--- src/hw/rtl/one_wire_rom_search_defines.svh ---
// Assertion helpers for the ROM search block.
`ifndef ONE_WIRE_ROM_SEARCH_DEFINES_SVH
`define ONE_WIRE_ROM_SEARCH_DEFINES_SVH

// Same-cycle implication.
`define OWRS_ASSERT_IMPL(name, ante, cons) \
  name: assert property (@(posedge clk_i) disable iff (!rst_ni) (ante) |-> (cons)) \
    else $error("owrs check failed");

// Next-cycle implication.
`define OWRS_ASSERT_NEXT(name, ante, cons) \
  name: assert property (@(posedge clk_i) disable iff (!rst_ni) (ante) |=> (cons)) \
    else $error("owrs check failed");

`endif

--- src/hw/rtl/owrs_pkg.sv ---
`timescale 1ns / 1ps
`default_nettype none

package owrs_pkg;

  localparam int unsigned RomW  = 64;
  localparam int unsigned PosW  = 7;
  localparam int unsigned CrcW  = 8;
  localparam int unsigned CmdW  = 8;
  localparam int unsigned BitIdxW = $clog2(RomW);

  localparam logic [CrcW-1:0] CrcPoly      = 8'h8C;
  localparam logic [CmdW-1:0] SearchCmdRst = 8'hF0;
  localparam logic [CmdW-1:0] AlarmCmdRst  = 8'hEC;
  localparam logic [PosW-1:0] FirstPos     = 7'd1;
  localparam logic [PosW-1:0] LastPos      = 7'd64;

  localparam logic CfgSearchCmd = 1'b0;
  localparam logic CfgAlarmCmd  = 1'b1;

  localparam int unsigned QDepth = 4;
  localparam int unsigned QAw    = $clog2(QDepth);
  localparam int unsigned QCntW  = $clog2(QDepth + 1);

  typedef enum logic [1:0] {
    OpStart    = 2'd0,
    OpPresence = 2'd1,
    OpPair     = 2'd2
  } op_e;

  typedef enum logic [2:0] {
    ActReset     = 3'd0,
    ActCommand   = 3'd1,
    ActReadPair  = 3'd2,
    ActWriteBit  = 3'd3,
    ActDone      = 3'd4
  } action_e;

  typedef struct packed {
    logic            two;
    action_e         act0;
    action_e         act1;
    logic [CmdW-1:0] cmd;
    logic            dir;
    logic            found;
    logic [RomW-1:0] rom;
  } job_t;

endpackage

`default_nettype wire

--- src/hw/rtl/owrs_front.sv ---
`timescale 1ns / 1ps
`default_nettype none

module owrs_front (
  input  logic                  clk_i,
  input  logic                  rst_ni,
  input  logic                  cfg_we_i,
  input  logic                  cfg_idx_i,
  input  logic [7:0]            cfg_data_i,
  input  logic                  valid_i,
  output logic                  ready_o,
  input  logic [1:0]            op_i,
  input  logic                  find_first_i,
  input  logic                  do_reset_i,
  input  logic                  alarm_only_i,
  input  logic                  presence_i,
  input  logic [1:0]            bit_pair_i,
  input  logic                  full_i,
  output logic                  push_o,
  output owrs_pkg::job_t        job_o
);
  import owrs_pkg::*;

  typedef enum logic [1:0] {
    PhIdle     = 2'd0,
    PhPresence = 2'd1,
    PhPair     = 2'd2
  } phase_e;

  phase_e          phase_q, phase_d;
  logic [RomW-1:0] rom_q, rom_d;
  logic [PosW-1:0] ld_q, ld_d;
  logic            ldf_q, ldf_d;
  logic [PosW-1:0] pos_q, pos_d;
  logic [PosW-1:0] mark_q, mark_d;
  logic [CrcW-1:0] crc_q, crc_d;
  logic [CmdW-1:0] chosen_q, chosen_d;
  logic [CmdW-1:0] scmd_q, acmd_q;

  logic                accept;
  logic [PosW-1:0]     pos_c;
  logic [BitIdxW-1:0]  bit_idx;
  logic                dir;
  logic [CrcW-1:0]     crc_n;
  logic                crc_ok;

  assign ready_o = !full_i;
  assign accept  = valid_i && ready_o;

  always_comb begin
    pos_c = pos_q;
    if ((pos_q < FirstPos) || (pos_q > LastPos)) begin
      pos_c = LastPos;
    end
    bit_idx = BitIdxW'(pos_c - FirstPos);
    if (bit_pair_i != 2'b00) begin
      dir = bit_pair_i[1];
    end else if (pos_c < ld_q) begin
      dir = rom_q[bit_idx];
    end else begin
      dir = (pos_c == ld_q);
    end
    crc_n  = (crc_q >> 1) ^ ((crc_q[0] ^ dir) ? CrcPoly : '0);
    crc_ok = (crc_n == '0);
  end

  always_comb begin
    rom_d    = rom_q;
    ld_d     = ld_q;
    ldf_d    = ldf_q;
    pos_d    = pos_q;
    mark_d   = mark_q;
    crc_d    = crc_q;
    phase_d  = phase_q;
    chosen_d = chosen_q;
    push_o   = 1'b0;
    job_o.two   = 1'b0;
    job_o.act0  = ActDone;
    job_o.act1  = ActDone;
    job_o.cmd   = '0;
    job_o.dir   = 1'b0;
    job_o.found = 1'b0;
    if (accept) begin
      unique case (op_e'(op_i))
        OpStart: begin
          if (find_first_i) begin
            ld_d  = '0;
            ldf_d = 1'b0;
            rom_d = '0;
          end
          phase_d = PhIdle;
          if (ldf_d) begin
            ld_d   = '0;
            ldf_d  = 1'b0;
            push_o = 1'b1;
          end else begin
            chosen_d = alarm_only_i ? acmd_q : scmd_q;
            push_o   = 1'b1;
            if (do_reset_i) begin
              phase_d    = PhPresence;
              job_o.act0 = ActReset;
            end else begin
              pos_d      = FirstPos;
              mark_d     = '0;
              crc_d      = '0;
              phase_d    = PhPair;
              job_o.two  = 1'b1;
              job_o.act0 = ActCommand;
              job_o.act1 = ActReadPair;
              job_o.cmd  = chosen_d;
            end
          end
        end
        OpPresence: begin
          if (phase_q == PhPresence) begin
            push_o = 1'b1;
            if (!presence_i) begin
              ld_d    = '0;
              phase_d = PhIdle;
            end else begin
              pos_d      = FirstPos;
              mark_d     = '0;
              crc_d      = '0;
              phase_d    = PhPair;
              job_o.two  = 1'b1;
              job_o.act0 = ActCommand;
              job_o.act1 = ActReadPair;
              job_o.cmd  = chosen_q;
            end
          end
        end
        OpPair: begin
          if (phase_q == PhPair) begin
            push_o = 1'b1;
            if (bit_pair_i == 2'b11) begin
              ld_d    = '0;
              phase_d = PhIdle;
            end else begin
              rom_d[bit_idx] = dir;
              if ((bit_pair_i == 2'b00) && !dir) begin
                mark_d = pos_c;
              end
              crc_d      = crc_n;
              pos_d      = pos_c + FirstPos;
              job_o.two  = 1'b1;
              job_o.act0 = ActWriteBit;
              job_o.dir  = dir;
              if (pos_c == LastPos) begin
                ld_d        = crc_ok ? mark_d : '0;
                ldf_d       = crc_ok && (mark_d == '0);
                phase_d     = PhIdle;
                job_o.act1  = ActDone;
                job_o.found = crc_ok;
              end else begin
                job_o.act1 = ActReadPair;
              end
            end
          end
        end
        default: ;
      endcase
    end
    job_o.rom = rom_d;
  end

  always_ff @(posedge clk_i or negedge rst_ni) begin
    if (!rst_ni) begin
      phase_q  <= PhIdle;
      rom_q    <= '0;
      ld_q     <= '0;
      ldf_q    <= 1'b0;
      pos_q    <= FirstPos;
      mark_q   <= '0;
      crc_q    <= '0;
      chosen_q <= SearchCmdRst;
      scmd_q   <= SearchCmdRst;
      acmd_q   <= AlarmCmdRst;
    end else begin
      phase_q  <= phase_d;
      rom_q    <= rom_d;
      ld_q     <= ld_d;
      ldf_q    <= ldf_d;
      pos_q    <= pos_d;
      mark_q   <= mark_d;
      crc_q    <= crc_d;
      chosen_q <= chosen_d;
      if (cfg_we_i && (cfg_idx_i == CfgSearchCmd)) begin
        scmd_q <= cfg_data_i;
      end
      if (cfg_we_i && (cfg_idx_i == CfgAlarmCmd)) begin
        acmd_q <= cfg_data_i;
      end
    end
  end

endmodule

`default_nettype wire

--- src/hw/rtl/owrs_queue.sv ---
`timescale 1ns / 1ps
`default_nettype none

module owrs_queue (
  input  logic           clk_i,
  input  logic           rst_ni,
  input  logic           push_i,
  input  owrs_pkg::job_t job_i,
  output logic           full_o,
  input  logic           pop_i,
  output logic           empty_o,
  output owrs_pkg::job_t job_o
);
  import owrs_pkg::*;

  job_t             mem_q [QDepth];
  logic [QAw-1:0]   wr_q, wr_d;
  logic [QAw-1:0]   rd_q, rd_d;
  logic [QCntW-1:0] cnt_q, cnt_d;

  assign full_o  = (cnt_q == QCntW'(QDepth));
  assign empty_o = (cnt_q == '0);
  assign job_o   = mem_q[rd_q];

  always_comb begin
    wr_d  = push_i ? wr_q + 1'b1 : wr_q;
    rd_d  = pop_i ? rd_q + 1'b1 : rd_q;
    cnt_d = cnt_q;
    if (push_i && !pop_i) begin
      cnt_d = cnt_q + 1'b1;
    end else if (pop_i && !push_i) begin
      cnt_d = cnt_q - 1'b1;
    end
  end

  always_ff @(posedge clk_i) begin
    if (push_i) begin
      mem_q[wr_q] <= job_i;
    end
  end

  always_ff @(posedge clk_i or negedge rst_ni) begin
    if (!rst_ni) begin
      wr_q  <= '0;
      rd_q  <= '0;
      cnt_q <= '0;
    end else begin
      wr_q  <= wr_d;
      rd_q  <= rd_d;
      cnt_q <= cnt_d;
    end
  end

endmodule

`default_nettype wire

--- src/hw/rtl/owrs_back.sv ---
`timescale 1ns / 1ps
`default_nettype none

module owrs_back (
  input  logic                        clk_i,
  input  logic                        rst_ni,
  input  owrs_pkg::job_t              job_i,
  input  logic                        empty_i,
  output logic                        pop_o,
  output logic                        valid_o,
  input  logic                        ready_i,
  output owrs_pkg::action_e           action_o,
  output logic [owrs_pkg::CmdW-1:0]   command_byte_o,
  output logic                        direction_bit_o,
  output logic                        found_o,
  output logic [owrs_pkg::RomW-1:0]   rom_code_o,
  output logic                        last_o
);
  import owrs_pkg::*;

  logic sel_q, sel_d;
  logic fire;

  assign valid_o         = !empty_i;
  assign action_o        = sel_q ? job_i.act1 : job_i.act0;
  assign command_byte_o  = (action_o == ActCommand) ? job_i.cmd : '0;
  assign direction_bit_o = (action_o == ActWriteBit) && job_i.dir;
  assign found_o         = (action_o == ActDone) && job_i.found;
  assign rom_code_o      = job_i.rom;
  assign last_o          = !job_i.two || sel_q;
  assign fire            = valid_o && ready_i;
  assign pop_o           = fire && last_o;

  always_comb begin
    sel_d = sel_q;
    if (fire) begin
      sel_d = !last_o;
    end
  end

  always_ff @(posedge clk_i or negedge rst_ni) begin
    if (!rst_ni) begin
      sel_q <= 1'b0;
    end else begin
      sel_q <= sel_d;
    end
  end

endmodule

`default_nettype wire

--- src/hw/rtl/one_wire_rom_search.sv ---
// The first result of a transaction is written into the job queue and leaves from its head.
// Throughput: one input per cycle while the 4-entry job queue is not full; the single
// output port drains one result per cycle while ready; two-result inputs use it twice.
// Reset: rst_ni is asynchronous, active low; clears search state, queue and the
// command registers (0xF0 normal, 0xEC alarm). Input ready is high from reset on.
`timescale 1ns / 1ps
`default_nettype none

`include "one_wire_rom_search_defines.svh"

module one_wire_rom_search (
  input  logic        clk_i,
  input  logic        rst_ni,
  input  logic        cfg_we_i,
  input  logic        cfg_idx_i,
  input  logic [7:0]  cfg_data_i,
  input  logic        s_axis_tvalid_i,
  output logic        s_axis_tready_o,
  // find_first, do_reset, alarm_only, presence, bit_pair[1:0], zero pad
  input  logic [7:0]  s_axis_tdata_i,
  // op[1:0]
  input  logic [1:0]  s_axis_tuser_i,
  output logic        m_axis_tvalid_o,
  input  logic        m_axis_tready_i,
  // command_byte[7:0], direction_bit, found, rom_code[63:0], zero pad
  output logic [79:0] m_axis_tdata_o,
  // action[2:0]
  output logic [2:0]  m_axis_tuser_o,
  output logic        m_axis_tlast_o
);
  import owrs_pkg::*;

  job_t            push_job, head_job;
  logic            push, pop, full, empty;
  action_e         action;
  logic [CmdW-1:0] command_byte;
  logic            direction_bit, found;
  logic [RomW-1:0] rom_code;

  owrs_front u_front (
    .clk_i        (clk_i),
    .rst_ni       (rst_ni),
    .cfg_we_i     (cfg_we_i),
    .cfg_idx_i    (cfg_idx_i),
    .cfg_data_i   (cfg_data_i),
    .valid_i      (s_axis_tvalid_i),
    .ready_o      (s_axis_tready_o),
    .op_i         (s_axis_tuser_i),
    .find_first_i (s_axis_tdata_i[0]),
    .do_reset_i   (s_axis_tdata_i[1]),
    .alarm_only_i (s_axis_tdata_i[2]),
    .presence_i   (s_axis_tdata_i[3]),
    .bit_pair_i   (s_axis_tdata_i[5:4]),
    .full_i       (full),
    .push_o       (push),
    .job_o        (push_job)
  );

  owrs_queue u_queue (
    .clk_i   (clk_i),
    .rst_ni  (rst_ni),
    .push_i  (push),
    .job_i   (push_job),
    .full_o  (full),
    .pop_i   (pop),
    .empty_o (empty),
    .job_o   (head_job)
  );

  owrs_back u_back (
    .clk_i           (clk_i),
    .rst_ni          (rst_ni),
    .job_i           (head_job),
    .empty_i         (empty),
    .pop_o           (pop),
    .valid_o         (m_axis_tvalid_o),
    .ready_i         (m_axis_tready_i),
    .action_o        (action),
    .command_byte_o  (command_byte),
    .direction_bit_o (direction_bit),
    .found_o         (found),
    .rom_code_o      (rom_code),
    .last_o          (m_axis_tlast_o)
  );

  assign m_axis_tuser_o = action;
  assign m_axis_tdata_o = {6'b0, rom_code, found, direction_bit, command_byte};

  `OWRS_ASSERT_IMPL(done_ends_run, m_axis_tvalid_o && (action == ActDone), m_axis_tlast_o)
  `OWRS_ASSERT_IMPL(cmd_opens_run, m_axis_tvalid_o && (action == ActCommand), !m_axis_tlast_o)
  `OWRS_ASSERT_NEXT(run_held, m_axis_tvalid_o && m_axis_tready_i && !m_axis_tlast_o, m_axis_tvalid_o)
  `OWRS_ASSERT_IMPL(queue_no_overflow, push, !full)

endmodule

`default_nettype wire
--- config.mk ---
export PLATFORM = sky130hd
export DESIGN_NAME = one_wire_rom_search
export DESIGN_NICKNAME = d
export VERILOG_FILES = /design/src/hw/rtl/owrs_pkg.sv /design/src/hw/rtl/owrs_front.sv /design/src/hw/rtl/owrs_queue.sv /design/src/hw/rtl/owrs_back.sv /design/src/hw/rtl/one_wire_rom_search.sv
export VERILOG_INCLUDE_DIRS = /design/src /design/src/hw/rtl
export SDC_FILE = /design/constraint.sdc
export NUM_CORES = 1
export LEC_CHECK = 0
export ABC_AREA = 0
export BUFFER_PORTS_ARGS = -buffer_cell sky130_fd_sc_hd__clkbuf_2
export CAP_MARGIN = 0
export CORE_MARGIN = 2
export CORE_UTILIZATION = 50
export CTS_BUF_LIST = sky130_fd_sc_hd__clkbuf_16
export DETAILED_ROUTE_END_ITERATION = 10
export MAX_ROUTING_LAYER = met4
export PLACE_DENSITY = 0.72
export SLEW_MARGIN = 15
export SYNTH_ARGS = -nofsm -noshare
export SYNTH_HDL_FRONTEND = slang
export SYNTH_SLANG_ARGS = --single-unit
--- constraint.sdc ---
create_clock -name clk_i -period 4.5 [get_ports clk_i]
set_input_delay 0 -clock clk_i [delete_from_list [all_inputs] [get_ports clk_i]]
set_output_delay 0 -clock clk_i [all_outputs]
set_load 0.02 [all_outputs]
# Word level (Yosys, flattened, before mapping)
# Memories as Yosys holds them, arrays and structs flattened.
# Index checks and enable logic that the tools add are counted.
[op_classes]
bitwise = 4
n_addsub = 6
n_reduce_logical = 35
magnitude_cmp = 5
n_eq_ne = 21
n_mux = 91
[ops]
columns = ["operator", "count"]
rows = [
  ["$mux W64", 4],
  ["$mux W7", 28],
  ["$pmux W64 S2", 1],
  ["$pmux W7 S3", 4],
  ["$mux W8", 9],
  ["$bwmux W64", 1],
  ["$mux W15", 3],
  ["$pmux W8 S3", 1],
  ["$mux W2", 10],
  ["$mux W1", 18],
  ["$mux W17", 1],
  ["$pmux W8 S2", 1],
  ["$logic_and A1 B1 Y1", 12],
  ["$mux W3", 4],
  ["$mux W11", 1],
  ["$ne A2 B2 Y1 const B", 5],
  ["$reduce_and A5 Y1", 2],
  ["$logic_not A8 Y1", 1],
  ["$reduce_and A8 Y1", 1],
  ["$xor A7 B8 Y8", 1],
  ["$add A7 B1 Y7 const B", 1],
  ["$eq A7 B7 Y1", 1],
  ["$eq A7 B7 Y1 const B", 1],
  ["$gt A7 B7 Y1 const B", 1],
  ["other kinds (32)", 50],
]
[word_totals]
ram_bits = 324
in_bits = 24
wordCells = 177
ff_bits = 128
mem_count = 1
output_inout_bits = 86
[mem_list]
columns = ["memory", "words", "width", "rd", "rd_ports_with_merged_regs", "wr", "line", "text"]
rows = [
  ["u_queue.mem_q", 4, 81, 1, 0, 1, "owrs_queue.sv:16", "job_t mem_q [QDepth];"],
]

# Logic depth before layout (Yosys ltp)
[logic_depth]
depth_word = 21
mapped_depth = 16
depth_no_buf = 13

# By module
# A second synthesis with hierarchy kept.
[hier_totals]
hier_cells = 1393
hier_area_um2 = 20308.2
[by_module_without_submodules]
columns = ["mod", "seq_area_each_um2", "cells_each", "area_per_inst_um2", "instances"]
rows = [
  ["owrs_queue", 9904.5, 457, 12086.6, 1],
  ["owrs_front", 3020.4, 836, 7405.9, 1],
  ["owrs_back", 25.0, 91, 752.0, 1],
  ["one_wire_rom_search", 0.0, 9, 63.8, 1],
]

# Worst setup path after synthesis
# No wires, ideal clock.
[synth_path]
kind = "register -> register"
startpoint = "register u_front.pos_q[0]"
endpoint = "memory u_queue.mem_q[0][10] in the netlist's numbering, data pin"
path_buffers = 3
arrival_ns = 3.849
setup_slack_ns = 0.433
stages_incl_launch_ff = 15
setup_ns = 0.218
cell_sequence = "dfstp_2 nor2b_1 buf_2 buf_2 ha_1 nand2b_1 mux2i_1 clkbuf_1 a32oi_1 a21boi_0 a2111o_1 or3_1 a311oi_4 nand2_1 o21ai_0"
[synth_rtl]
columns = ["item", "line", "text"]
rows = [
  ["from (decl)", "owrs_front.sv:34", "logic [PosW-1:0] pos_q, pos_d;"],
  ["from (signal assigned)", "owrs_front.sv:172", "pos_q <= FirstPos;"],
  ["from (signal assigned)", "owrs_front.sv:183", "pos_q <= pos_d;"],
  ["to (decl)", "owrs_queue.sv:16", ""],
]

==> out/results.ini <==
[power]
p_comb_frac=0.309
power_frac_seq=0.397
p_total_mw=12.4
p_int_mw=8.35
p_clk_frac=0.294
irDropWorstVdd_mv=0.351
leakagePower_nw=8.23
switching_share=0.327
p_switching_mw=4.05
pwr_density_cell_nw_per_um2=569

[clock_tree]
cts_buffer_depth=3
cts_setup_buffers=0
cts_tree=done
clkTransAtPathRegs_ps=70
clock_latency_ps=570
h-tree-depth=2
clock_sinks=444
cts_root_buf=clkbuf_16
cts_buffers=44

[setup_path]
critPathMaxStageDelay_ps=490
crit_path_end_kind=register
crit_buf_inv=4
crit_family=compound AO/OA/AOI/OAI gates
path_max_fanout=12
cp_slowest_cell=o21ai_0
critPathKind=register to register
startpoint_type=register
cp.arrival_ps=4580
cp.required_ps=4780
worstPathCellList=inv_1 -> nand2_1 -> inv_1 -> ha_1 -> nand2b_1 -> mux2i_1 -> buf_4 -> a32oi_1 -> a21boi_0 -> a2111o_1 -> or3_1 -> a311oi_4 -> buf_12 -> nand2_1 -> o21ai_0

[floorplan]
die_x_um=198
core_sq_um=36800
die_area_sq_um=39000
initial_utilization=0.509
row_count=70
io_pins=110
dieHeight_um=198

[logic_synthesis]
netlist_top_cells_area=edfxtp_1 (51%), dfrtp_1 (15%), mux4_2 (9.5%)
ys.flop_type=edfxtp_1
yosysWarningCount=0
synth-seq-cells=444
synth_top_area_frac=0.507
ys_types=60
yosysTopAreaCell=edfxtp_1
yosysSeqAreaShare=0.679
synth-async-reset-ratio=0.288
synth_area_per_cell_sq_um=15.1
yosysMostFrequentCell=edfxtp_1
synth_area_sq_um=18700
synthCells=1242
yosys-top-cells-count=edfxtp_1 (316), o21ai_0 (147), dfrtp_1 (114)
synth_edf_count=316

[grt]
grt_overflow=0
grt_pass1_vias=11600
grt_antenna_before_repair=0
grt_start_max_net_pins=68
grt_usage=0.225
grt_pass1_wl_um=65200

[sta]
final_max_slew_viol_count=0
post-route-min-period_ps=4300
fin_worst_skew_ps=24.1
fmax_ghz=0.233
fin_tns_setup_ps=0
setup_viol=0
holdWs_ps=32.2
relSlewSlack=0.325
worstMarginPinSlew_ps=1010
hold_viol=0
rsz0062_at_grt=no
min_period_over_period=0.956

[detailed_routing]
drcViolationCount=0
drt-wirelength-per-cell_um=21.8
drt-pass1-iter-count=6
finalWirelength_um=41800
drt_iter0_markers=1183
via_per_inst=6.02
ant_nets=0
num_vias=11500

[finish]
drive_above_1_share=0.269
final_core_util=0.593
antenna_cells=0
design_area_sq_um=21800
regArea_sq_um=12700
fillers=2770
area_growth_pct=16.5
multiInputGateArea_sq_um=5650
final_net_count=1458

[job]
drv_cap=0

[min_path]
hold_class=primary input to register

[place]
numPortBuffers=101
place.gp.congestion=0.915
dpl.hpwl_um=26000
detailed_place.area_sq_um=20200

[outcome]
status=finished, final reports clean

==> worst paths after layout <==
kind	start	to	slack, ps	depth (start not counted)
worst max-delay path	u_front.pos_q[6]	u_queue.mem_q[3][18]	200	15
worst min-delay path	s_axis_tdata_i[4]	u_front.phase_q[1]	30	4
worst max register to register	u_front.pos_q[6]	u_queue.mem_q[3][18]	200	15
worst min register to register	u_front.ld_q[4]	u_front.ld_q[4]	490	2
max in group asynchronous	rst_ni	u_front.rom_q[38]	3490	3
min in group asynchronous	rst_ni	u_front.acmd_q[1]	100	2
==> metrics by stage <==
| stage | worst slack [ps] | cells |
|---|---|---|
| finish | 199 | 1919 |
| global route | 3.09 | 1919 |
| CTS | 219 | 1919 |
| detailed placement | 289 | 1822 |
| global placement | 459 | 1822 |
| floorplan | 433 | 1247 |
==> state kept, by name, indices dropped and copies added (netlist names), 2 cells and up <==
name and flops:
u_front.acmd_q 8, u_front.mark_q 7, u_front.crc_q 8, u_queue.cnt_q 3, u_queue.rd_q 2, u_front.scmd_q 8, u_front.ld_q 7, u_queue.mem_q 316
u_front.chosen_q 8, u_queue.wr_q 2, u_front.pos_q 7, u_front.rom_q 64, u_front.phase_q 2
==> power groups by stage <==
stage               clock network, mW  logic (mW)  registers, mW
floorplan                           0        2.69           4.90
global placement                    0        3.76           4.99
detailed placement                  0        3.81           5.01
CTS                              3.70        3.86           4.93
global route                     3.86        4.10           4.96
finish                           3.64        3.84           4.93
==> per-layer routing <==
layer / routed length (um) / GRT usage
met1: 16900 / 0.290
met2: 20700 / 0.362
met3: 2980 / 0.0418
met4: 1310 / 0.0799
met5: 0 / -
==> placed cells by master, fill, tap and decap left out, drive strengths merged, types with 11 or more instances in the layout <==
cell	Yosys	routed
clkinv	0	17
dfrtp	114	114
nand2	109	109
edfxtp	316	316
mux2i	23	23
buf	31	77
clkbuf	39	145
a22o	15	15
mux4	79	79
ha	17	17
nand3	20	20
a21oi	65	65
and3	12	12
nor2b	17	17
inv	30	40
nor3	15	15
mux2	35	35
dfstp	14	14
dlygate4sd3	0	16
a32oi	11	11
o21ai	148	148
nor2	33	33
==> cell families after synthesis <==
family,count (synthesis),synth area share
buffers and inverters,100,0.0222
xor gates and xnor gates,14,0.00655
DFF,444,0.679
and+or+nand+nor,247,0.0631
AOI/OAI and AO/OA,281,0.0885
other,1,0.000200
muxes,137,0.128
adders and majority gates,18,0.0124
==> final cells by class <==
cell class,instances,area share
tap,468,0.0268
timing repair buffer,193,0.0602
clock buffer,45,0.0516
sequential,444,0.583
inverter,30,0.00516
multi-input combinational,703,0.259
clock inverter,36,0.0145
==> tightest hold or removal path: cells and delay by family <==
family / cells / cell delay (ps)
simple gates: 1 / 120
compound gates: 2 / 310
buf+inv: 1 / 130
==> repair_timing <==
action / 4_1_cts / 5_1_grt
setup endpoints to repair: 0 / 28
gates resized for setup: 0 / 8
hold endpoints to repair: 93 / 0
hold buffers: 16 / 0
No activity file was read; power rests on OpenSTA's default activity.
